===== src/rtl/wrc_pkg.sv =====
// Shared types, codes and constants of the WAV RIFF chunk parser.
package wrc_pkg;

  // Field widths of the stream payloads.
  localparam int unsigned IN_DATA_W   = 8;
  localparam int unsigned OUT_DATA_W  = 112;
  localparam int unsigned OUT_USER_W  = 3;

  // Width of the frame size: (bits / 8) times channels.
  localparam int unsigned BPS_W       = 13;
  localparam int unsigned FRAME_W     = BPS_W + 16;
  localparam int unsigned LEN_W       = 32;

  // Four-character tags as read little-endian from the stream.
  localparam logic [31:0] TAG_RIFF    = 32'h4646_4952;
  localparam logic [31:0] TAG_WAVE    = 32'h4556_4157;
  localparam logic [31:0] TAG_FMT     = 32'h2074_6d66;
  localparam logic [31:0] TAG_DATA    = 32'h6174_6164;

  // Format codes and limits.
  localparam logic [15:0] FMT_PCM     = 16'd1;
  localparam logic [15:0] FMT_FLOAT   = 16'd3;
  localparam logic [15:0] BITS_PCM    = 16'd16;
  localparam logic [15:0] BITS_FLOAT  = 16'd32;
  localparam logic [15:0] BITS_MIN    = 16'd8;
  localparam logic [31:0] FMT_MIN_LEN = 32'd16;

  // Verdict codes.
  localparam logic [3:0] ST_NONE      = 4'd0;
  localparam logic [3:0] ST_OK        = 4'd1;
  localparam logic [3:0] ST_BAD_RIFF  = 4'd2;
  localparam logic [3:0] ST_BAD_WAVE  = 4'd3;
  localparam logic [3:0] ST_TRUNC     = 4'd4;
  localparam logic [3:0] ST_SHORT_FMT = 4'd5;
  localparam logic [3:0] ST_MISSING   = 4'd6;
  localparam logic [3:0] ST_ZERO      = 4'd7;
  localparam logic [3:0] ST_PARTIAL   = 4'd8;
  localparam logic [3:0] ST_UNSUP     = 4'd9;

  // Parse phase of the byte walker.
  typedef enum logic [3:0] {
    PH_RIFF,
    PH_RSIZE,
    PH_WAVE,
    PH_ID,
    PH_SIZE,
    PH_FMT,
    PH_SKIP,
    PH_DATA,
    PH_DONE,
    PH_ERR
  } phase_e;

  // Kind of the chunk being walked.
  typedef enum logic [1:0] {
    KIND_OTHER,
    KIND_FMT,
    KIND_DATA
  } kind_e;

  // Commands from the controller to the datapath.
  typedef struct packed {
    logic   take;
    logic   finish;
    logic   clear;
    phase_e phase;
  } cmd_t;

  // Status from the datapath to the controller.
  typedef struct packed {
    logic        word_done;
    logic [31:0] word;
    logic        pad_pending;
    logic        fmt_last;
    logic        left_one;
    kind_e       kind;
    logic        fmt_seen;
    logic        data_seen;
  } sts_t;

  // Captured fmt fields and data length.
  typedef struct packed {
    logic [15:0] format_code;
    logic [15:0] channels;
    logic [31:0] rate;
    logic [15:0] bits;
    logic [31:0] length;
  } held_t;

endpackage


===== src/rtl/wrc_mod.sv =====
// Frame size multiply and bit-serial remainder of the data length by the frame size.
module wrc_mod (
  input  logic                      clk_i,
  input  logic                      rst_ni,
  input  logic                      start_i,
  input  logic [wrc_pkg::LEN_W-1:0] dividend_i,
  input  logic [15:0]               bits_i,
  input  logic [15:0]               chans_i,
  output logic                      done_o,
  output logic                      rem_zero_o
);
  import wrc_pkg::*;

  localparam int unsigned STEPS = LEN_W;
  localparam int unsigned CNT_W = $clog2(STEPS + 1);

  logic [FRAME_W-1:0] div_q, div_d;
  logic [FRAME_W-1:0] rem_q, rem_d;
  logic [LEN_W-1:0]   quo_q, quo_d;
  logic [CNT_W-1:0]   cnt_q, cnt_d;
  logic               busy_q, busy_d;
  logic               done_q, done_d;
  logic [FRAME_W:0]   trial;
  logic [FRAME_W:0]   diff;

  // One restoring step: shift in the next dividend bit, subtract if it fits.
  assign trial = {rem_q, quo_q[LEN_W-1]};
  assign diff  = trial - {1'b0, div_q};

  always_comb begin
    div_d  = div_q;
    rem_d  = rem_q;
    quo_d  = quo_q;
    cnt_d  = cnt_q;
    busy_d = busy_q;
    done_d = 1'b0;
    if (start_i) begin
      div_d  = FRAME_W'(bits_i[15:3]) * FRAME_W'(chans_i);
      rem_d  = '0;
      quo_d  = dividend_i;
      cnt_d  = CNT_W'(STEPS);
      busy_d = 1'b1;
    end else if (busy_q) begin
      if (trial >= {1'b0, div_q}) begin
        rem_d = diff[FRAME_W-1:0];
      end else begin
        rem_d = trial[FRAME_W-1:0];
      end
      quo_d = {quo_q[LEN_W-2:0], 1'b0};
      cnt_d = cnt_q - CNT_W'(1);
      if (cnt_q == CNT_W'(1)) begin
        busy_d = 1'b0;
        done_d = 1'b1;
      end
    end
  end

  // Control state.
  always_ff @(posedge clk_i or negedge rst_ni) begin
    if (!rst_ni) begin
      cnt_q  <= '0;
      busy_q <= 1'b0;
      done_q <= 1'b0;
    end else begin
      cnt_q  <= cnt_d;
      busy_q <= busy_d;
      done_q <= done_d;
    end
  end

  // Working registers.
  always_ff @(posedge clk_i) begin
    div_q <= div_d;
    rem_q <= rem_d;
    quo_q <= quo_d;
  end

  assign done_o     = done_q;
  assign rem_zero_o = (rem_q == '0);

endmodule


===== src/rtl/wrc_dp.sv =====
// Datapath of the parser: field assembly, byte counters and captured fmt fields.
module wrc_dp (
  input  logic                          clk_i,
  input  logic                          rst_ni,
  input  wrc_pkg::cmd_t                 cmd_i,
  input  logic [wrc_pkg::IN_DATA_W-1:0] file_byte_i,
  output wrc_pkg::sts_t                 sts_o,
  output wrc_pkg::held_t                held_o,
  output logic                          pcm_valid_o,
  output logic [7:0]                    pcm_byte_o,
  output logic                          pcm_restart_o
);
  import wrc_pkg::*;

  logic [31:0] shift_q;
  logic [31:0] left_q;
  logic        pad_q;
  logic [3:0]  idx_q;
  kind_e       kind_q;
  logic [15:0] fmt_code_q;
  logic [15:0] chan_q;
  logic [31:0] rate_q;
  logic [15:0] bits_q;
  logic [31:0] len_q;
  logic        fmt_seen_q;
  logic        data_seen_q;
  logic [31:0] word;
  logic        word_done;

  // The field as it stands once this byte is shifted in.
  assign word      = {file_byte_i, shift_q[31:8]};
  assign word_done = (idx_q == 4'd3);

  assign sts_o.word_done   = word_done;
  assign sts_o.word        = word;
  assign sts_o.pad_pending = pad_q;
  assign sts_o.fmt_last    = (idx_q == 4'd15);
  assign sts_o.left_one    = (left_q == 32'd1);
  assign sts_o.kind        = kind_q;
  assign sts_o.fmt_seen    = fmt_seen_q;
  assign sts_o.data_seen   = data_seen_q;

  assign held_o.format_code = fmt_code_q;
  assign held_o.channels    = chan_q;
  assign held_o.rate        = rate_q;
  assign held_o.bits        = bits_q;
  assign held_o.length      = len_q;

  // Payload bytes of a data chunk pass straight through.
  assign pcm_valid_o   = (cmd_i.phase == PH_DATA);
  assign pcm_byte_o    = pcm_valid_o ? file_byte_i : 8'd0;
  assign pcm_restart_o = pcm_valid_o && (left_q == len_q);

  // Per-byte update of the walker registers.
  always_ff @(posedge clk_i or negedge rst_ni) begin
    if (!rst_ni) begin
      shift_q     <= '0;
      left_q      <= '0;
      pad_q       <= 1'b0;
      idx_q       <= '0;
      kind_q      <= KIND_OTHER;
      fmt_code_q  <= '0;
      chan_q      <= '0;
      rate_q      <= '0;
      bits_q      <= '0;
      len_q       <= '0;
      fmt_seen_q  <= 1'b0;
      data_seen_q <= 1'b0;
    end else if (cmd_i.clear) begin
      shift_q     <= '0;
      left_q      <= '0;
      pad_q       <= 1'b0;
      idx_q       <= '0;
      kind_q      <= KIND_OTHER;
      fmt_code_q  <= '0;
      chan_q      <= '0;
      rate_q      <= '0;
      bits_q      <= '0;
      len_q       <= '0;
      fmt_seen_q  <= 1'b0;
      data_seen_q <= 1'b0;
    end else if (cmd_i.take) begin
      case (cmd_i.phase)
        PH_RIFF, PH_RSIZE, PH_WAVE, PH_SIZE: begin
          shift_q <= word;
          idx_q   <= word_done ? 4'd0 : idx_q + 4'd1;
          if (cmd_i.phase == PH_SIZE && word_done) begin
            pad_q  <= word[0];
            left_q <= word;
            if (kind_q == KIND_DATA) begin
              len_q <= word;
            end
          end
        end
        PH_ID: begin
          if (pad_q) begin
            // The pad byte after an odd-size chunk is dropped whatever it holds.
            pad_q <= 1'b0;
          end else begin
            shift_q <= word;
            idx_q   <= word_done ? 4'd0 : idx_q + 4'd1;
            if (word_done) begin
              if (word == TAG_FMT) begin
                kind_q <= KIND_FMT;
              end else if (word == TAG_DATA) begin
                kind_q <= KIND_DATA;
              end else begin
                kind_q <= KIND_OTHER;
              end
            end
          end
        end
        PH_FMT: begin
          case (idx_q)
            4'd0:    fmt_code_q[7:0]  <= file_byte_i;
            4'd1:    fmt_code_q[15:8] <= file_byte_i;
            4'd2:    chan_q[7:0]      <= file_byte_i;
            4'd3:    chan_q[15:8]     <= file_byte_i;
            4'd4:    rate_q[7:0]      <= file_byte_i;
            4'd5:    rate_q[15:8]     <= file_byte_i;
            4'd6:    rate_q[23:16]    <= file_byte_i;
            4'd7:    rate_q[31:24]    <= file_byte_i;
            4'd14:   bits_q[7:0]      <= file_byte_i;
            4'd15:   bits_q[15:8]     <= file_byte_i;
            default: ;
          endcase
          left_q <= left_q - 32'd1;
          idx_q  <= idx_q + 4'd1;
        end
        PH_SKIP, PH_DATA: begin
          left_q <= left_q - 32'd1;
        end
        default: ;
      endcase
      // A chunk that ends marks its kind as seen.
      if (cmd_i.finish) begin
        if (kind_q == KIND_FMT) begin
          fmt_seen_q <= 1'b1;
        end
        if (kind_q == KIND_DATA) begin
          data_seen_q <= 1'b1;
        end
      end
    end
  end

endmodule


===== src/rtl/wrc_ctrl.sv =====
// Controller of the parser: parse phase, input handshake and final verdict sequence.
module wrc_ctrl (
  input  logic           clk_i,
  input  logic           rst_ni,
  input  logic           in_valid_i,
  input  logic           in_last_i,
  input  logic           out_free_i,
  output logic           in_ready_o,
  output wrc_pkg::cmd_t  cmd_o,
  input  wrc_pkg::sts_t  sts_i,
  input  wrc_pkg::held_t held_i,
  output logic           mod_start_o,
  input  logic           mod_done_i,
  input  logic           mod_rem_zero_i,
  output logic           verdict_load_o,
  output logic [3:0]     status_o
);
  import wrc_pkg::*;

  typedef enum logic [1:0] {
    M_RUN,
    M_VERDICT,
    M_MOD
  } mode_e;

  mode_e      mode_q, mode_d;
  phase_e     phase_q, phase_d;
  logic [3:0] err_q, err_d;
  logic       take;
  logic       finish;
  logic       both;
  phase_e     fin_phase;
  logic       fields_zero;
  logic       fmt_ok;

  assign in_ready_o = (mode_q == M_RUN) && out_free_i;
  assign take       = in_valid_i && in_ready_o;

  // Walking stops once a whole fmt chunk and a whole data chunk are behind us.
  assign both = (sts_i.fmt_seen || sts_i.kind == KIND_FMT) &&
                (sts_i.data_seen || sts_i.kind == KIND_DATA);
  assign fin_phase = both ? PH_DONE : PH_ID;

  assign fields_zero = (held_i.channels == '0) || (held_i.rate == '0) ||
                       (held_i.bits < BITS_MIN);
  assign fmt_ok = ((held_i.format_code == FMT_FLOAT) && (held_i.bits == BITS_FLOAT)) ||
                  ((held_i.format_code == FMT_PCM) && (held_i.bits == BITS_PCM));

  // Next parse phase for an accepted byte, and the verdict sequence.
  always_comb begin
    phase_d        = phase_q;
    err_d          = err_q;
    mode_d         = mode_q;
    finish         = 1'b0;
    mod_start_o    = 1'b0;
    verdict_load_o = 1'b0;
    status_o       = ST_NONE;
    case (mode_q)
      M_RUN: begin
        if (take) begin
          case (phase_q)
            PH_RIFF: begin
              if (sts_i.word_done) begin
                if (sts_i.word == TAG_RIFF) begin
                  phase_d = PH_RSIZE;
                end else begin
                  phase_d = PH_ERR;
                  err_d   = ST_BAD_RIFF;
                end
              end
            end
            PH_RSIZE: begin
              if (sts_i.word_done) begin
                phase_d = PH_WAVE;
              end
            end
            PH_WAVE: begin
              if (sts_i.word_done) begin
                if (sts_i.word == TAG_WAVE) begin
                  phase_d = PH_ID;
                end else begin
                  phase_d = PH_ERR;
                  err_d   = ST_BAD_WAVE;
                end
              end
            end
            PH_ID: begin
              if (!sts_i.pad_pending && sts_i.word_done) begin
                phase_d = PH_SIZE;
              end
            end
            PH_SIZE: begin
              if (sts_i.word_done) begin
                case (sts_i.kind)
                  KIND_FMT: begin
                    if (sts_i.word < FMT_MIN_LEN) begin
                      phase_d = PH_ERR;
                      err_d   = ST_SHORT_FMT;
                    end else begin
                      phase_d = PH_FMT;
                    end
                  end
                  KIND_DATA: begin
                    if (sts_i.word == '0) begin
                      finish  = 1'b1;
                      phase_d = fin_phase;
                    end else begin
                      phase_d = PH_DATA;
                    end
                  end
                  default: begin
                    if (sts_i.word == '0) begin
                      finish  = 1'b1;
                      phase_d = fin_phase;
                    end else begin
                      phase_d = PH_SKIP;
                    end
                  end
                endcase
              end
            end
            PH_FMT: begin
              if (sts_i.fmt_last) begin
                if (sts_i.left_one) begin
                  finish  = 1'b1;
                  phase_d = fin_phase;
                end else begin
                  phase_d = PH_SKIP;
                end
              end
            end
            PH_SKIP, PH_DATA: begin
              if (sts_i.left_one) begin
                finish  = 1'b1;
                phase_d = fin_phase;
              end
            end
            default: ;
          endcase
          if (in_last_i) begin
            mode_d = M_VERDICT;
          end
        end
      end
      M_VERDICT: begin
        verdict_load_o = 1'b1;
        case (phase_q)
          PH_ERR:  status_o = err_q;
          PH_ID:   status_o = ST_MISSING;
          PH_DONE: begin
            if (fields_zero) begin
              status_o = ST_ZERO;
            end else begin
              // Whole-frame check needs the remainder unit.
              verdict_load_o = 1'b0;
              mod_start_o    = 1'b1;
              mode_d         = M_MOD;
            end
          end
          default: status_o = ST_TRUNC;
        endcase
      end
      M_MOD: begin
        if (mod_done_i) begin
          verdict_load_o = 1'b1;
          if (!mod_rem_zero_i) begin
            status_o = ST_PARTIAL;
          end else if (fmt_ok) begin
            status_o = ST_OK;
          end else begin
            status_o = ST_UNSUP;
          end
        end
      end
      default: mode_d = M_RUN;
    endcase
    // Once the verdict goes out the parser starts over.
    if (verdict_load_o) begin
      phase_d = PH_RIFF;
      err_d   = ST_NONE;
      mode_d  = M_RUN;
    end
  end

  assign cmd_o.take   = take;
  assign cmd_o.finish = finish;
  assign cmd_o.clear  = verdict_load_o;
  assign cmd_o.phase  = phase_q;

  // State registers.
  always_ff @(posedge clk_i or negedge rst_ni) begin
    if (!rst_ni) begin
      mode_q  <= M_RUN;
      phase_q <= PH_RIFF;
      err_q   <= ST_NONE;
    end else begin
      mode_q  <= mode_d;
      phase_q <= phase_d;
      err_q   <= err_d;
    end
  end

endmodule


===== src/rtl/wav_riff_chunk_parser_core.sv =====
// Top level of the WAV RIFF chunk parser with its output register.
//
// The input channel takes a WAV file one byte per item: tdata holds the byte
// and tlast marks the final byte of the file. Every accepted byte gives one
// output item. For an ordinary byte the item carries the data-chunk payload
// byte when there is one (tuser bit 0 set, bit 1 set on the first byte of a
// data chunk) and a zero status. For the byte marked tlast the item also
// carries the verdict, the float flag, the captured fmt fields and the length
// of the last data chunk; the parser then starts over on a new file.
// Ordinary bytes are taken one per cycle while the output register is free;
// each item shows in the cycle after its byte. The final byte leads to its
// verdict, via the whole-frame check when it runs, a bit-serial remainder at
// one bit per cycle over the 32-bit data length. No byte is taken meanwhile.
// A single output register parts the two sides: while it holds an item the
// receiver has not taken, the input is stalled. Reset empties the output
// register and returns the parser to the RIFF tag.
module wav_riff_chunk_parser_core (
  input  logic                             clk_i,
  input  logic                             rst_ni,
  input  logic                             s_axis_tvalid,
  output logic                             s_axis_tready,
  // tdata: file_byte[7:0]
  input  logic [wrc_pkg::IN_DATA_W-1:0]    s_axis_tdata,
  // tlast: end_of_file
  input  logic                             s_axis_tlast,
  output logic                             m_axis_tvalid,
  input  logic                             m_axis_tready,
  // tdata: pcm_byte[7:0], status[11:8], channel_count[27:12], rate_hz[59:28],
  //        sample_bits[75:60], payload_length[107:76], zeros[111:108]
  output logic [wrc_pkg::OUT_DATA_W-1:0]   m_axis_tdata,
  // tuser: pcm_valid[0], pcm_restart[1], is_float[2]
  output logic [wrc_pkg::OUT_USER_W-1:0]   m_axis_tuser
);
  import wrc_pkg::*;

  cmd_t        cmd;
  sts_t        sts;
  held_t       held;
  logic        out_free;
  logic        mod_start;
  logic        mod_done;
  logic        mod_rem_zero;
  logic        verdict_load;
  logic [3:0]  verdict;
  logic        dp_pcm_valid;
  logic [7:0]  dp_pcm_byte;
  logic        dp_pcm_restart;

  logic        out_valid_q, out_valid_d;
  logic        pcm_valid_q;
  logic [7:0]  pcm_byte_q;
  logic        pcm_restart_q;
  logic [3:0]  status_q;
  logic        is_float_q;
  logic [15:0] chan_q;
  logic [31:0] rate_q;
  logic [15:0] bits_q;
  logic [31:0] len_q;

  assign out_free = !out_valid_q || m_axis_tready;

  wrc_ctrl u_ctrl (
    .clk_i          (clk_i),
    .rst_ni         (rst_ni),
    .in_valid_i     (s_axis_tvalid),
    .in_last_i      (s_axis_tlast),
    .out_free_i     (out_free),
    .in_ready_o     (s_axis_tready),
    .cmd_o          (cmd),
    .sts_i          (sts),
    .held_i         (held),
    .mod_start_o    (mod_start),
    .mod_done_i     (mod_done),
    .mod_rem_zero_i (mod_rem_zero),
    .verdict_load_o (verdict_load),
    .status_o       (verdict)
  );

  wrc_dp u_dp (
    .clk_i         (clk_i),
    .rst_ni        (rst_ni),
    .cmd_i         (cmd),
    .file_byte_i   (s_axis_tdata),
    .sts_o         (sts),
    .held_o        (held),
    .pcm_valid_o   (dp_pcm_valid),
    .pcm_byte_o    (dp_pcm_byte),
    .pcm_restart_o (dp_pcm_restart)
  );

  wrc_mod u_mod (
    .clk_i      (clk_i),
    .rst_ni     (rst_ni),
    .start_i    (mod_start),
    .dividend_i (held.length),
    .bits_i     (held.bits),
    .chans_i    (held.channels),
    .done_o     (mod_done),
    .rem_zero_o (mod_rem_zero)
  );

  // An ordinary byte fills the register at once; the final byte waits for its verdict.
  always_comb begin
    out_valid_d = out_valid_q;
    if (cmd.take && !s_axis_tlast) begin
      out_valid_d = 1'b1;
    end else if (verdict_load) begin
      out_valid_d = 1'b1;
    end else if (m_axis_tready) begin
      out_valid_d = 1'b0;
    end
  end

  always_ff @(posedge clk_i or negedge rst_ni) begin
    if (!rst_ni) begin
      out_valid_q <= 1'b0;
    end else begin
      out_valid_q <= out_valid_d;
    end
  end

  // Output payload register.
  always_ff @(posedge clk_i) begin
    if (cmd.take) begin
      pcm_valid_q   <= dp_pcm_valid;
      pcm_byte_q    <= dp_pcm_byte;
      pcm_restart_q <= dp_pcm_restart;
      status_q      <= ST_NONE;
      is_float_q    <= 1'b0;
      chan_q        <= '0;
      rate_q        <= '0;
      bits_q        <= '0;
      len_q         <= '0;
    end else if (verdict_load) begin
      status_q   <= verdict;
      is_float_q <= (verdict == ST_OK) && (held.format_code == FMT_FLOAT);
      chan_q     <= held.channels;
      rate_q     <= held.rate;
      bits_q     <= held.bits;
      len_q      <= held.length;
    end
  end

  assign m_axis_tvalid = out_valid_q;
  assign m_axis_tdata  = {4'b0000, len_q, bits_q, rate_q, chan_q, status_q, pcm_byte_q};
  assign m_axis_tuser  = {is_float_q, pcm_restart_q, pcm_valid_q};

endmodule


===== config.mk =====
export PLATFORM = sky130hd
export DESIGN_NAME = wav_riff_chunk_parser_core
export DESIGN_NICKNAME = d
export VERILOG_FILES = /design/src/rtl/wrc_pkg.sv /design/src/rtl/wrc_mod.sv /design/src/rtl/wrc_dp.sv /design/src/rtl/wrc_ctrl.sv /design/src/rtl/wav_riff_chunk_parser_core.sv
export SDC_FILE = /design/constraint.sdc
export NUM_CORES = 1
export LEC_CHECK = 0
export BUFFER_PORTS_ARGS = -buffer_cell sky130_fd_sc_hd__buf_2
export CELL_PAD_IN_SITES_DETAIL_PLACEMENT = 0
export CELL_PAD_IN_SITES_GLOBAL_PLACEMENT = 2
export CORE_ASPECT_RATIO = 0.9
export CORE_MARGIN = 2
export CORE_UTILIZATION = 36
export CTS_BUF_LIST = sky130_fd_sc_hd__clkbuf_2
export DETAILED_ROUTE_END_ITERATION = 10
export MAX_ROUTING_LAYER = met4
export PLACE_DENSITY_LB_ADDON = 0.3
export SYNTH_ARGS = -nofsm -noshare
export SYNTH_HDL_FRONTEND = slang
export SYNTH_HIERARCHICAL = 1
export SYNTH_SLANG_ARGS = --single-unit

===== constraint.sdc =====
create_clock -name clk_i -period 18.2 [get_ports clk_i]
set_input_delay 2.73 -clock clk_i [delete_from_list [all_inputs] [get_ports clk_i]]
set_output_delay 2.73 -clock clk_i [all_outputs]
set_load 0.02 [all_outputs]

==> flow_summary.ini <==
[run_status]
status = completed

[cts]
cts_max_level = 3
clk_path_buf_depth = 3
cts_buffers = 108
cts_root_buffer = clkbuf_2
post_cts_buffers = 0
cts_tree = built
ctsResizeCount = 0
clkSlewWorstSetupHoldPaths_ps = 130
clock_sinks = 396
hold_buffers = 0
clkLatencyLatePin_ps = 1220

[yosys]
ys_seq_area_share_pct = 35.7
synth-edff-count = 71
synthCells = 2796
synthFlopType = dfrtp_1
synthMuxAreaShare_pct = 7.92
syn_area_um2 = 26900
synthAdderAreaFrac_pct = 16.9
synth_area_per_cell_um2 = 9.62
async_reset_ff_share_pct = 49.2
synthSimpleGateAreaFrac_pct = 18.1
synth_top_family_by_area = simple AND/OR/NAND/NOR gates
synth_cell_type_count = 111
synth_xor_area_share_pct = 2.80
synth_seq_cells = 396
synth_compound_area_share_pct = 10.9
ys_warn_count = 6

[sta]
finalCriticalPeriod_ps = 6470
slew_headroom_pct = 27.0
tightest_slew_ps = 1080
fin_setup_tns_ps = 0
max_freq_ghz = 0.155
rsz0062_at_grt = no
hold_viol_final = 0
slew_viol_final = 0
setup_viol = 0
fin_crit_sh_pct = 35.5
finClkSkew_ps = 192

[power]
seq_power_share_pct = 55.8
p_per_area_nw_per_um2 = 55.2
swShare_pct = 27.3
intPower_w = 0.00117
p_clk_share_pct = 42.8
peakVddDrop_uv = 45.2
p_comb_share_pct = 1.5
p_switching_w = 0.000437
p_leak_nw = 13.0

[layout]
design_area_um2 = 29000
multi_input_area_um2 = 15300
layout.nets = 3169
regArea_um2 = 9620
layout_commonest_cell = nor2_1
drive_gt1_share_pct = 14.1
syn_to_final_growth_pct = 7.97
final_cell_mix = nor2_1 (292), inv_1 (274), nand2_1 (213)
fill_cells = 7503
utilization_pct = 39.1

[floorplanning]
die_w_um = 292
ios = 130
fp.dieH_um = 263
coreArea_um2 = 74300
placementRows = 95
start_util_pct = 36.2
dieArea_um2 = 76900

[setup_path]
critical_path_arrival_ps = 7300
endpoint = u_mod/div_q[28]
rrSetupSlack_ps = 11730
required_ps = 19030
r2r_start = u_dp/bits_q[4]
r2r_cells = 18
path_max_fanout = 22
crit_path_start_kind = flip-flop
path_class = reg2reg
cp-end-kind = flip-flop
timing.rr.end = u_mod/div_q[28]
startpoint = u_dp/bits_q[4]

[place]
gp_congestion = 0.825
hpwlAfterDp_mm = 53.1
postPlaceCellArea_um2 = 28000
port_buffers = 125

[detailed_routing]
remaining_drc_errors = 0
drtIter0Drc = 1512
routed-via-count = 20989
ant_nets = 0
first_pass_iters = 5
post_drt_wl_per_cell_um = 19.9
drt_wl_total_mm = 78.7
vias_per_cell = 5.30

[global_route]
grt_max_degree = 153
grt_pass1_wl_mm = 125
grtUsageTotal_pct = 21.1
antenna_found_initial = 6
grt.overflow.total = 0
grt_pass1_vias = 21627

[run]
cap_violations = 0

[hold_path]
worstHoldPathType = reg2reg
stage by stage:
step	setup WS [ps]	hold WS, ps	std cells	power, W
after floorplan	12370	453	2799	0.000920
after detailed placement	11560	475	3745	0.000937
final	11730	399	3957	0.00160
after global placement	11650	472	3745	0.000937
after CTS	11740	397	3949	0.00164
after global routing	11330	437	3956	0.00168
power by group through the flow:
stage               clock network, W   logic (W)  registers [W]
finish                      0.000686   0.0000236       0.000894
global route                0.000764   0.0000260       0.000894
CTS                         0.000720   0.0000243       0.000894
detailed placement                 0   0.0000243       0.000913
global placement                   0   0.0000239       0.000913
floorplan                          0  0.00000727       0.000913
worst max-delay path: stages (launching register included):
cell and delay, ps:
dfrtp_1 950, nand2_1 150, fa_1 520, inv_1 50
fa_1 530, fa_1 530, inv_1 50, fa_1 460
fa_1 540, inv_1 40, ha_1 340, nand3_1 110
o221ai_1 450, a21oi_1 200, o211ai_1 320, a31oi_1 240
o21ai_0 230, a21oi_1 100, xnor2_1 310
Yosys cell counts (13+ instances only):
cell type    n  area share (%)
nor2_1     292             4.1
inv_1      275             3.8
nand2_1    213             3.0
dfrtp_1    195              18
mux2i_1    178             6.6
fa_1       155              12
dfxtp_1    130             9.7
a21oi_1    123             2.3
ha_1       116             5.4
and2_1     114             2.7
clkbuf_1    93             1.3
nand3_1     79             1.5
edfxtp_1    71             7.9
o21ai_0     71             1.3
nor4_1      51             1.2
xnor2_1     46             1.5
xor2_1      40             1.3
a22o_1      36             1.2
nor3_1      35            0.65
mux2_2      31             1.3
buf_4       30            0.84
nand4_1     29            0.67
buf_2       26            0.48
a311oi_1    24            0.78
nand2b_1    24            0.56
o21ai_1     24            0.45
a21o_1      21            0.59
a31oi_1     17            0.40
nor2b_1     14            0.33
a211oi_1    13            0.36
routing by layer:
layer	track usage [%]	wire, um	vias to the layer above
li1	-	-	9810
met1	28.5	37300	10565
met2	32.6	36500	511
met3	3.68	3420	103
met4	5.92	1400	0
met5	-	0	-
cells by family (layout without fill, tap and decap cells):
logic type | count (synthesis) | after routing
and+or+nand+nor | 955 | 955
buffers and inverters | 448 | 628
AOI/OAI and AO/OA | 430 | 430
DFF | 396 | 396
adders and majority gates | 271 | 271
muxes | 209 | 209
xor gates and xnor gates | 86 | 86
other | 1 | 12
sequential cells by signal, summed over array words and instances (netlist names), 2 cells and up:
signal           count
bits_q              16
chan_q              16
len_q               32
pcm_byte_q           8
rate_q              32
status_q             4
u_ctrl/err_q         3
u_ctrl/mode_q        2
u_ctrl/phase_q       4
u_dp/bits_q         16
u_dp/chan_q         16
u_dp/fmt_code_q     16
u_dp/idx_q           4
u_dp/kind_q          2
u_dp/left_q         32
u_dp/len_q          32
u_dp/rate_q         32
u_dp/shift_q        24
u_mod/cnt_q          6
u_mod/div_q         29
u_mod/quo_q         32
u_mod/rem_q         29
worst min path at each step:
stage,from,to,slack [ps],cells after the start
after floorplan,is_float_q,is_float_q,450,2
after global placement,is_float_q,is_float_q,470,2
after detailed placement,len_q[2],len_q[2],480,2
after CTS,u_mod/rem_q[0],u_mod/rem_q[1],400,2
after global routing,u_mod/rem_q[0],u_mod/rem_q[1],440,2
final,u_mod/rem_q[0],u_mod/rem_q[1],400,2
cell type report:
cell class | count | area share (%)
diodes | 8 | 0.0689
clock buffers | 165 | 2.84
clock inverters | 39 | 0.840
inverters | 276 | 3.58
multi-input cells | 1955 | 52.6
flip-flops and latches | 396 | 33.1
well taps | 970 | 4.18
repair buffers | 148 | 2.82
Note: power is estimated with default switching activity, not from simulation.
